## src/sv/slpm_pkg.sv

```systemverilog
// ----------------------------------------------------------------------------
// slpm_pkg
// Types and codes shared by the LIKE pattern matcher and its channels.
// ----------------------------------------------------------------------------
package slpm_pkg;

    typedef enum logic [2:0] {
        REQ_CLEAR   = 3'd0,
        REQ_ELEMENT = 3'd1,
        REQ_RANGE   = 3'd2,
        REQ_BYTE    = 3'd3,
        REQ_END     = 3'd4
    } req_code_t;

    typedef struct packed {
        logic [2:0] req_type;
        logic       is_percent;
        logic       negate;
        logic [7:0] range_low;
        logic [7:0] range_high;
        logic [7:0] value_byte;
    } item_t;

    typedef struct packed {
        logic matched;
        logic pattern_error;
    } result_t;

    // Pattern load command broadcast to every matcher cell
    typedef struct packed {
        logic       new_elem;
        logic       add_range;
        logic       is_percent;
        logic       negate;
        logic [7:0] range_low;
        logic [7:0] range_high;
    } cell_wr_t;

endpackage

```

## src/sv/slpm_chan_if.sv

```systemverilog
// ----------------------------------------------------------------------------
// slpm_chan_if
// Valid/ready channel carrying one payload word per transfer.
// ----------------------------------------------------------------------------
interface slpm_chan_if #(
    parameter type data_t = logic
);
    logic  valid;
    logic  ready;
    data_t data;

    modport source (output valid, output data, input ready);
    modport sink   (input valid, input data, output ready);
endinterface

```

## src/sv/sql_like_pattern_matcher.sv

```systemverilog
// ----------------------------------------------------------------------------
// sql_like_pattern_matcher - LIKE pattern NFA, one request per cycle.
// Result path: a request is taken into the input register; for an end of
// value, its result is then written to the result register.
// Throughput: 1 request per cycle; stalls only while a result waits unread.
// Reset: empty pattern, error flag low, only the start position active.
// ----------------------------------------------------------------------------
module sql_like_pattern_matcher #(
    parameter int MAX_ELEMENTS = 32,
    parameter int MAX_RANGES   = 4
) (
    input  logic        clk,
    input  logic        rst_n,
    slpm_chan_if.sink   item,
    slpm_chan_if.source result
);
    import slpm_pkg::*;

    // Positions 0..MAX_ELEMENTS; position i means "first i elements matched"
    localparam int NP = MAX_ELEMENTS + 1;
    localparam int CW = $clog2(MAX_ELEMENTS + 1);
    localparam int LV = $clog2(NP);

    // ---------------- input register ----------------
    logic    s1_valid_reg, s1_valid_next;
    item_t   s1_item_reg;
    logic    s1_go;
    logic    is_clear, is_elem, is_range, is_byte, is_end;

    // ---------------- pattern / matcher state ----------------
    logic [CW-1:0] count_reg, count_next;
    logic          ovf_reg, ovf_next;
    logic [NP-1:0] act_reg, act_next;

    // ---------------- result register ----------------
    logic    out_valid_reg, out_valid_next;
    result_t out_data_reg;
    logic    out_free;

    // ---------------- cell array wiring ----------------
    cell_wr_t                cell_wr;
    logic [MAX_ELEMENTS-1:0] cell_pct, cell_hit, cell_full;
    logic [MAX_ELEMENTS-1:0] sel_new, sel_range, elem_valid;
    logic                    elem_full, last_full, range_ok;

    // ---------------- closure and step ----------------
    logic [NP-1:0] kg [LV+1];
    logic [NP-1:0] kp [LV+1];
    logic [NP-1:0] closed;
    logic [NP-1:0] step_next;
    logic          matched;

    // Request decode
    always_comb
    begin
        is_clear = 1'b0;
        is_elem  = 1'b0;
        is_range = 1'b0;
        is_byte  = 1'b0;
        is_end   = 1'b0;
        unique case (s1_item_reg.req_type)
            REQ_CLEAR:   is_clear = 1'b1;
            REQ_ELEMENT: is_elem  = 1'b1;
            REQ_RANGE:   is_range = 1'b1;
            REQ_BYTE:    is_byte  = 1'b1;
            REQ_END:     is_end   = 1'b1;
            default:     ;                 // unused codes are dropped silently
        endcase
    end

    // The held request leaves the input register unless it is an end of value
    // and the result register is still occupied.
    assign out_free      = !out_valid_reg || result.ready;
    assign s1_go         = s1_valid_reg && (!is_end || out_free);
    assign item.ready    = !s1_valid_reg || s1_go;
    assign s1_valid_next = item.valid ? 1'b1 : (s1_go ? 1'b0 : s1_valid_reg);

    always_ff @(posedge clk or negedge rst_n)
    begin
        if (!rst_n)
            s1_valid_reg <= 1'b0;
        else
            s1_valid_reg <= s1_valid_next;
    end

    always_ff @(posedge clk)
    begin
        if (item.valid && item.ready)
            s1_item_reg <= item.data;
    end

    // ---------------- matcher cells ----------------
    // Element writes go to cell count; range writes to the last element.
    assign elem_full = (count_reg >= CW'(MAX_ELEMENTS));
    assign last_full = |(sel_range & cell_full);
    assign range_ok  = (count_reg != '0) && !last_full;

    always_comb
    begin
        cell_wr.new_elem   = s1_go && is_elem && !elem_full;
        cell_wr.add_range  = s1_go && is_range && range_ok;
        cell_wr.is_percent = s1_item_reg.is_percent;
        cell_wr.negate     = s1_item_reg.negate;
        cell_wr.range_low  = s1_item_reg.range_low;
        cell_wr.range_high = s1_item_reg.range_high;
    end

    for (genvar g = 0; g < MAX_ELEMENTS; g++)
    begin : g_cell
        assign sel_new[g]    = (count_reg == CW'(g));
        assign sel_range[g]  = (count_reg == CW'(g + 1));
        assign elem_valid[g] = (count_reg > CW'(g));

        slpm_cell #(
            .MAX_RANGES (MAX_RANGES)
        ) u_cell (
            .clk        (clk),
            .wr         (cell_wr),
            .sel_new    (sel_new[g]),
            .sel_range  (sel_range[g]),
            .value_byte (s1_item_reg.value_byte),
            .pct        (cell_pct[g]),
            .hit        (cell_hit[g]),
            .full       (cell_full[g])
        );
    end

    // ---------------- percent closure ----------------
    // A percent run matches zero bytes, so an active position before a loaded
    // percent element also activates the one after it. This is a carry chain
    // (generate = active, propagate = percent), resolved as a parallel prefix.
    always_comb
    begin
        kg[0]    = act_reg;
        kp[0]    = '0;
        for (int j = 1; j < NP; j++)
            kp[0][j] = elem_valid[j-1] && cell_pct[j-1];
        for (int k = 0; k < LV; k++)
        begin
            for (int j = 0; j < NP; j++)
            begin
                if (j >= (1 << k))
                begin
                    kg[k+1][j] = kg[k][j] || (kp[k][j] && kg[k][j-(1<<k)]);
                    kp[k+1][j] = kp[k][j] && kp[k][j-(1<<k)];
                end
                else
                begin
                    kg[k+1][j] = kg[k][j];
                    kp[k+1][j] = kp[k][j];
                end
            end
        end
    end

    assign closed = kg[LV];

    // ---------------- byte step ----------------
    // Percent cells keep their position; class cells advance on a hit.
    always_comb
    begin
        step_next = '0;
        for (int j = 0; j < NP; j++)
        begin
            if (j < MAX_ELEMENTS)
            begin
                if (closed[j] && elem_valid[j] && cell_pct[j])
                    step_next[j] = 1'b1;
            end
            if (j > 0)
            begin
                if (closed[j-1] && elem_valid[j-1] && !cell_pct[j-1] && cell_hit[j-1])
                    step_next[j] = 1'b1;
            end
        end
    end

    // Whole-pattern match: the position just past the last loaded element
    always_comb
    begin
        matched = 1'b0;
        for (int j = 0; j < NP; j++)
        begin
            if (count_reg == CW'(j))
                matched = closed[j];
        end
    end

    // ---------------- state update ----------------
    always_comb
    begin
        count_next = count_reg;
        ovf_next   = ovf_reg;
        act_next   = act_reg;
        if (s1_go)
        begin
            if (is_clear)
            begin
                count_next = '0;
                ovf_next   = 1'b0;
                act_next   = NP'(1);
            end
            if (is_elem)
            begin
                if (elem_full)
                    ovf_next = 1'b1;
                else
                    count_next = count_reg + CW'(1);
            end
            if (is_range && !range_ok)
                ovf_next = 1'b1;
            if (is_byte)
                act_next = step_next;
            if (is_end)
                act_next = NP'(1);
        end
    end

    always_ff @(posedge clk or negedge rst_n)
    begin
        if (!rst_n)
        begin
            count_reg <= '0;
            ovf_reg   <= 1'b0;
            act_reg   <= NP'(1);
        end
        else
        begin
            count_reg <= count_next;
            ovf_reg   <= ovf_next;
            act_reg   <= act_next;
        end
    end

    // ---------------- result register ----------------
    assign out_valid_next = (s1_go && is_end) ? 1'b1 :
                            (result.ready ? 1'b0 : out_valid_reg);

    always_ff @(posedge clk or negedge rst_n)
    begin
        if (!rst_n)
            out_valid_reg <= 1'b0;
        else
            out_valid_reg <= out_valid_next;
    end

    always_ff @(posedge clk)
    begin
        if (s1_go && is_end)
        begin
            out_data_reg.matched       <= matched;
            out_data_reg.pattern_error <= ovf_reg;
        end
    end

    assign result.valid = out_valid_reg;
    assign result.data  = out_data_reg;

    // ---------------- assertions ----------------
    a_count_range: assert property (@(posedge clk) disable iff (!rst_n)
        count_reg <= CW'(MAX_ELEMENTS))
        else $error("element count beyond capacity");

    a_clear: assert property (@(posedge clk) disable iff (!rst_n)
        (s1_go && is_clear) |=> (count_reg == '0 && !ovf_reg && act_reg == NP'(1)))
        else $error("clear did not reset the pattern");

    a_end_result: assert property (@(posedge clk) disable iff (!rst_n)
        (s1_go && is_end) |=> (out_valid_reg && act_reg == NP'(1)))
        else $error("end of value did not post a result and restart");

    a_no_overwrite: assert property (@(posedge clk) disable iff (!rst_n)
        (out_valid_reg && !result.ready) |-> !(s1_go && is_end))
        else $error("result overwritten while pending");

endmodule

```

## src/sv/slpm_cell.sv

```systemverilog
// ----------------------------------------------------------------------------
// slpm_cell
// One pattern element: stores its class ranges and tests the current byte.
// ----------------------------------------------------------------------------
module slpm_cell #(
    parameter int MAX_RANGES = 4
) (
    input  logic              clk,
    input  slpm_pkg::cell_wr_t wr,
    input  logic              sel_new,
    input  logic              sel_range,
    input  logic [7:0]        value_byte,
    output logic              pct,
    output logic              hit,
    output logic              full
);
    import slpm_pkg::*;

    localparam int RCW = $clog2(MAX_RANGES + 1);
    localparam int RIW = (MAX_RANGES > 1) ? $clog2(MAX_RANGES) : 1;

    logic           pct_reg;
    logic           neg_reg;
    logic [RCW-1:0] rcnt_reg;
    logic [7:0]     lo_reg [MAX_RANGES];
    logic [7:0]     hi_reg [MAX_RANGES];
    logic           any_hit;

    // element storage is undefined until loaded
    always_ff @(posedge clk)
    begin
        if (wr.new_elem && sel_new)
        begin
            pct_reg  <= wr.is_percent;
            neg_reg  <= wr.negate;
            rcnt_reg <= '0;
        end
        else if (wr.add_range && sel_range && !full)
        begin
            lo_reg[rcnt_reg[RIW-1:0]] <= wr.range_low;
            hi_reg[rcnt_reg[RIW-1:0]] <= wr.range_high;
            rcnt_reg                  <= rcnt_reg + RCW'(1);
        end
    end

    always_comb
    begin
        any_hit = 1'b0;
        for (int r = 0; r < MAX_RANGES; r++)
        begin
            if (RCW'(r) < rcnt_reg && lo_reg[r] <= value_byte && value_byte <= hi_reg[r])
                any_hit = 1'b1;
        end
    end

    assign full = (rcnt_reg >= RCW'(MAX_RANGES));
    assign pct  = pct_reg;
    assign hit  = any_hit ^ neg_reg;

endmodule

```

## src/flat_wrapper.sv

```systemverilog
// flat-port wrapper written by rule: the top's interface ports become plain ports
module sql_like_pattern_matcher_flat import slpm_pkg::*;
#(
    parameter int MAX_ELEMENTS = 32,
    parameter int MAX_RANGES   = 4
)
  (clk, rst_n, item_valid, item_data, item_ready, result_valid, result_data, result_ready);
  slpm_chan_if #(.data_t(item_t)) item_i ();
  slpm_chan_if #(.data_t(result_t)) result_i ();
  input  logic clk;
  input  logic rst_n;
  input wire logic [$bits(item_i.valid)-1:0] item_valid;
  input wire logic [$bits(item_i.data)-1:0] item_data;
  output wire logic [$bits(item_i.ready)-1:0] item_ready;
  output wire logic [$bits(result_i.valid)-1:0] result_valid;
  output wire logic [$bits(result_i.data)-1:0] result_data;
  input wire logic [$bits(result_i.ready)-1:0] result_ready;
  assign item_i.valid = item_valid;
  assign item_i.data = item_data;
  assign item_ready = item_i.ready;
  assign result_valid = result_i.valid;
  assign result_data = result_i.data;
  assign result_i.ready = result_ready;
  sql_like_pattern_matcher #(.MAX_ELEMENTS(MAX_ELEMENTS), .MAX_RANGES(MAX_RANGES)) u_core (.clk(clk), .rst_n(rst_n), .item(item_i), .result(result_i));
endmodule
```

## config.mk

```make
export PLATFORM = sky130hd
export DESIGN_NAME = sql_like_pattern_matcher_flat
export DESIGN_NICKNAME = d
export VERILOG_FILES = /design/src/sv/slpm_pkg.sv /design/src/sv/slpm_chan_if.sv /design/src/sv/sql_like_pattern_matcher.sv /design/src/sv/slpm_cell.sv /design/src/flat_wrapper.sv
export SDC_FILE = /design/constraint.sdc
export NUM_CORES = 2
export LEC_CHECK = 0
export BUFFER_PORTS_ARGS = -buffer_cell sky130_fd_sc_hd__buf_2
export CAP_MARGIN = 20
export CORE_ASPECT_RATIO = 1.4
export CORE_MARGIN = 2
export CORE_UTILIZATION = 50
export DETAILED_ROUTE_END_ITERATION = 6
export MAX_ROUTING_LAYER = met4
export PLACE_DENSITY = 0.62
export SYNTH_ARGS = -nofsm -noshare
export SYNTH_HDL_FRONTEND = slang
export SYNTH_HIERARCHICAL = 1
export SYNTH_SLANG_ARGS = --single-unit
export TNS_END_PERCENT = 20
```

## constraint.sdc

```tcl
create_clock -name clk -period 6.65 [get_ports clk]
set_clock_uncertainty 0.1 [all_clocks]
set_input_delay 0 -clock clk [delete_from_list [all_inputs] [get_ports clk]]
set_output_delay 0 -clock clk [all_outputs]
set_load 0.02 [all_outputs]
```

# [Word-level counts from Yosys, hierarchy flattened]
# Memory sizes are Yosys's and may differ from the RTL's.
# Index checks and enable logic that the tools add are counted.
[classes] addsub=33 n_lt_le_gt_ge=449 eq_ne=36 mux=340 bitwise=33 reduce_logical=975
[op_table] cell="$le 8x8->1" count=256
[op_table] cell="$logic_and 1x1->1" count=759
[op_table] cell="$mux 1" count=334
[op_table] cell="$lt 1x3->1 const A" count=64
[op_table] cell="$lt 2x3->1 const A" count=64
[op_table] cell="$logic_or 1x1->1" count=138
[op_table] cell="$mux 33" count=3
[op_table] cell="$add 3x1->3 const B" count=32
[op_table] cell="$eq 6x5->1 const B" count=16
[op_table] cell="$ge 3x3->1 const B" count=32
[op_table] cell="$gt 6x5->1 const B" count=16
[op_table] cell="$logic_not 1->1" count=70
[op_table] cell="$eq 6x4->1 const B" count=8
[op_table] cell="$gt 6x4->1 const B" count=8
[op_table] cell="$and 32x32->32" count=1
[op_table] cell="$reduce_or 32->1" count=1
[op_table] cell="$xor 1x1->1" count=32
[op_table] cell="$eq 6x3->1 const B" count=4
[op_table] cell="$gt 6x3->1 const B" count=4
[op_table] cell="$mux 6" count=3
[op_table] cell="$eq 6x2->1 const B" count=2
[op_table] cell="$gt 6x1->1 const B" count=2
[op_table] cell="$gt 6x2->1 const B" count=2
[op_table] cell="$add 6x1->6 const B" count=1
[op_table] cell="other kinds (12)" count=14
[word_totals] ff_bits=233 mem_bits_rw=2048 out_inout_bits=4 elab_cells=2039 mem_count=64
[memory_table] name="u_core.g_cell[0].u_cell.hi_reg" words=4 word_bits=8 rd=4 rd_clocked_by_memory_dff=0 wr=1 line="slpm_cell.sv:26" text="logic [7:0] hi_reg [MAX_RANGES];"
[memory_table] name="u_core.g_cell[0].u_cell.lo_reg" words=4 word_bits=8 rd=4 rd_clocked_by_memory_dff=0 wr=1 line="slpm_cell.sv:25" text="logic [7:0] lo_reg [MAX_RANGES];"
[memory_table] name="u_core.g_cell[10].u_cell.hi_reg" words=4 word_bits=8 rd=4 rd_clocked_by_memory_dff=0 wr=1 line="slpm_cell.sv:26"
[memory_table] name="u_core.g_cell[10].u_cell.lo_reg" words=4 word_bits=8 rd=4 rd_clocked_by_memory_dff=0 wr=1 line="slpm_cell.sv:25"
[memory_table] name="u_core.g_cell[11].u_cell.hi_reg" words=4 word_bits=8 rd=4 rd_clocked_by_memory_dff=0 wr=1 line="slpm_cell.sv:26"
[memory_table] name="u_core.g_cell[11].u_cell.lo_reg" words=4 word_bits=8 rd=4 rd_clocked_by_memory_dff=0 wr=1 line="slpm_cell.sv:25"
[memory_table] name="58 more memories"

# [Longest topological paths before layout]
[logic_depth] depth_word=36 depth_mapped=16

# [By module]
# The synthesis kept the hierarchy.
[by_module_without_submodules] module="slpm_cell at u_core.g_cell[20].u_cell ..." n_inst=20 cells_each=292 area_each_um2=3742.3 seq_area_each_um2=2042.0
[by_module_without_submodules] module="slpm_cell at u_core.g_cell[0].u_cell ..." n_inst=12 cells_each=289 area_each_um2=3744.8 seq_area_each_um2=2042.0
[by_module_without_submodules] module="sql_like_pattern_matcher" n_inst=1 cells_each=666 area_each_um2=5474.0 seq_area_each_um2=1983.2

# [Worst setup path after synthesis]
# Ideal clock, no wire load.
[synth_timing] kind="reg2reg" start="register u_core.count_reg[1]" end="memory u_core.g_cell[0].u_cell.hi_reg[3][0], enable pin" t_arrival_ps=5294 required_ps=6176 slack_ps=882 path_stages_with_launch=16 path_buffers=4 path_cell_list="dfrtp_1 -> clkbuf_1 -> inv_1 -> ha_1 -> clkbuf_1 -> clkbuf_1 -> inv_1 -> clkbuf_1 -> nor3_1 -> a22oi_1 -> o2111ai_1 -> or4_1 -> nor3_1 -> nand3_1 -> nor2_1 -> and2_1"
[synth_rtl] item="start: declaration" line="sql_like_pattern_matcher.sv:31" text="logic [CW-1:0] count_reg, count_next;"
[synth_rtl] item="start signal: assignment" line="sql_like_pattern_matcher.sv:229" text="count_reg <= count_next;"
[synth_rtl] item="end: declaration" line="slpm_cell.sv:26"

==> results.toml <==
[layout]
syn_to_final_growth_pct = 11.0
drive_gt1_frac = 0.0846
num-nets-final = 12600
n_fill_cell = 20100

[power_and_ir_drop]
p_leak_nw = 57.5
p_per_area_nw_per_um2 = 229
total_power_mw = 31.9
peakVddDrop_mv = 0.217

[cts]
worstSkewPairLatency_ps = 890
cts_buffers = 226
ctsRootBufferMaster = "clkbuf_16"
cts_setup_buffers = 0
clkSinkCount = 2281
clk_pin_slew_worst_paths_ps = 60
h-tree-depth = 4
cts_tree = "yes"
ctsLongestPathBuffers = 4

[min_path]
holdCritPathClass = "in2reg"
min_from = "item_data[28]"
holdPathStages = 3
worstHoldEndpoint = "u_core/s1_item_reg[28]$_DFFE_PP_"

[critical_path]
ff2ff_setup_slack_ps = 1140
cp.arrival_ps = 5910
required_ps = 7060
cp_cell_sequence = "inv_1 -> ha_1 -> inv_1 -> nor4_1 -> buf_4 -> a22oi_1 -> nand4_1 -> or4_1 -> nor3_2 -> buf_4 -> buf_4 -> nand3_1 -> nor2_1 -> and2_1"
path_buf_inv = 5
worstPathMaxFanout = 17
critPathMaxStageDelay_ps = 670
rr_worst_depth = 14
reg2reg_to = "u_core/g_cell[11].u_cell/lo_reg[3][5]$_DFFE_PP_"
crit_path_frequent_cell = "buf_4"
cp-end-kind = "flop"
cp_slowest_cell = "dfrtp_1"
crit_type = "reg2reg"
timing.rr.start = "u_core/count_reg[1]$_DFFE_PN0P_"
start_kind = "flop"
cp_top_family = "simple AND/OR/NAND/NOR gates"

[sta]
setup_tns_ps = 0
final_max_slew_viol_count = 0
whs_ps = 250
setup-violations-final = 0
max_slew_margin = 0.245
timing.fmax_mhz = 182
worstMarginPinSlew_ps = 1130
fin_ws_ps = 1140
finalHoldViolations = 0
period_share = 0.828
rsz0062_at_grt = "false"
min_period_ps = 5510

[detailed_routing]
dr.pass1.iters = 6
drc_errors = 0
drtAntennaViolNets = 0
drt_iter0_drc = 5636
vias_per_cell = 5.92
vias = 82000
wl_um = 342000
wl_per_cell_um = 24.7

[yosys]
synthDistinctLibCells = 89
synth_area_um2 = 125000
yosys_warnings = 6
synth_seq_area_share = 0.537
syn_inst = 9974
ys_top_cells_by_area = "edfxtp_1, ha_1, inv_1"
async_reset_ff_frac = 0.0184
ys_ff_latch = 2281
syn_nets = 12200
syn_area_per_cell_um2 = 12.6
synth.top_cell.area_share = 0.514
yosysTopAreaCell = "edfxtp_1"
synth_edf_count = 2143
synthFlopType = "edfxtp_1"

[global_routing]
met3_usage = 0.0280
grt_pass1_wl_um = 505000
gr-max-usage-layer = "met2"
grt_use_met1 = 0.320
grtUsageMet2 = 0.483
grtUsageTotal = 0.273
overflow = 0
grt_pass1_vias = 84500
antenna_found_initial = 11
grt_max_degree = 129

[place]
dp_hpwl_um = 218000
gp_congestion = 0.951
port_buffers = 36
pre_cts_ws_ps = 1170

[floorplanning]
die_area_um2 = 255000
initial_core_util = 0.503
rows = 217
io_pins = 37
core_um2 = 249000
die_h_um = 596
die_w_um = 427

[run]
drv_cap = 0

[outcome]
outcome = "finished clean"
cell usage after synthesis, drive strengths merged, types with 5 or more instances:
master and count:
xnor2 32, nor4 5, and3 10, mux2i 36
inv 1404, o22ai 167, nor3b 6, a22oi 64
nor2b 267, clkbuf 74, o311ai 13, and2 162
o21bai 17, a31oi 21, o211ai 261, or2 116
o21ai 429, o31ai 8, a21o 64, dfrtp 41
nand3b 27, nand3 45, a211oi 7, a21oi 1040
edfxtp 2143, a22o 7, nor2 162, nor3 25
nand4 521, nand2b 11, ha 2179, xor2 34
a41oi 22, o2111ai 15, dfxtp 96, a311oi 23
nand2 336, nor4b 8
cells in the final DEF (no fill, tap or decap), types with 113 or more instances in the layout:
cell type / synthesis / routed
nand4_1: 521 / 521
nor2b_1: 215 / 215
buf_4: 0 / 120
or2_1: 113 / 113
inv_1: 1404 / 1404
nand2_1: 336 / 336
and2_1: 162 / 161
a21oi_1: 974 / 974
o211ai_1: 157 / 157
o21ai_0: 325 / 325
clkbuf_16: 0 / 230
ha_1: 2179 / 2179
edfxtp_1: 2143 / 2143
nor2_1: 162 / 162
through the flow:
step           cell area [um2]  utilization  cells
2_1_floorplan           125000            -   9974
5_1_grt                 139000        0.558  13900
3_3_place_gp            131000        0.525  13400
4_1_cts                 139000        0.558  13900
6_report                139000        0.558  13900
3_5_place_dp            131000        0.525  13400
power by group:
group / switching (mW) / internal [mW]
Sequential: 0.0907 / 15.7
Combinational: 1.94 / 0.923
Clock: 5.45 / 7.71
Total: 7.49 / 24.4
tightest hold or removal path, cell delays in order:
cell and delay, ps:
dlygate4sd3_1 520, buf_2 90, dlygate4sd3_1 520
cell type report:
| type | count | area, um2 | share of cell area |
|---|---|---|---|
| clock inverter | 124 | 1460 | 0.0105 |
| tap | 3285 | 4110 | 0.0295 |
| sequential | 2281 | 67300 | 0.484 |
| timing repair buffer | 256 | 2430 | 0.0175 |
| antenna | 4 | 10.0 | 0.0000720 |
| inverter | 1404 | 5270 | 0.0379 |
| multi-input combinational | 6211 | 52400 | 0.377 |
| clock buffer | 289 | 6120 | 0.0440 |
routing by layer:
layer / wire length (um) / up-vias
li1: - / 38100
met1: 137000 / 40900
met2: 175000 / 2215
met3: 15800 / 767
met4: 14200 / 0
met5: 0 / -
how the worst max path moves through the flow:
stage                                     from                                         endpoint  slack, ps  cells after the start
2_1_floorplan  u_core/count_reg[1]$_DFFE_PN0P_   u_core/g_cell[0].u_cell/hi_reg[3][0]$_DFFE_PP_        880                     15
3_3_place_gp   u_core/count_reg[1]$_DFFE_PN0P_   u_core/g_cell[5].u_cell/hi_reg[3][5]$_DFFE_PP_       1290                     13
3_5_place_dp   u_core/count_reg[1]$_DFFE_PN0P_   u_core/g_cell[5].u_cell/hi_reg[3][5]$_DFFE_PP_       1170                     13
4_1_cts        u_core/count_reg[1]$_DFFE_PN0P_   u_core/g_cell[5].u_cell/lo_reg[3][1]$_DFFE_PP_       1170                     13
5_1_grt        u_core/count_reg[1]$_DFFE_PN0P_  u_core/g_cell[16].u_cell/hi_reg[3][2]$_DFFE_PP_        820                     13
6_report       u_core/count_reg[1]$_DFFE_PN0P_  u_core/g_cell[11].u_cell/lo_reg[3][5]$_DFFE_PP_       1140                     14
repair_timing:
| item | 4_1_cts | 5_1_grt |
|---|---|---|
| endpoints found under the hold margin | 104 | 0 |
| gates resized for setup | 0 | 0 |
| hold buffers | 65 | 0 |
kinds of logic after synthesis:
kind of cell               share of synthesized area
xor gates and xnor gates                     0.00461
muxes                                        0.00324
and+or+nand+nor                               0.0786
DFF                                            0.537
adders and majority gates                      0.218
buffers and inverters                         0.0445
AOI/OAI and AO/OA                              0.114
(Power assumes the default switching activity.)
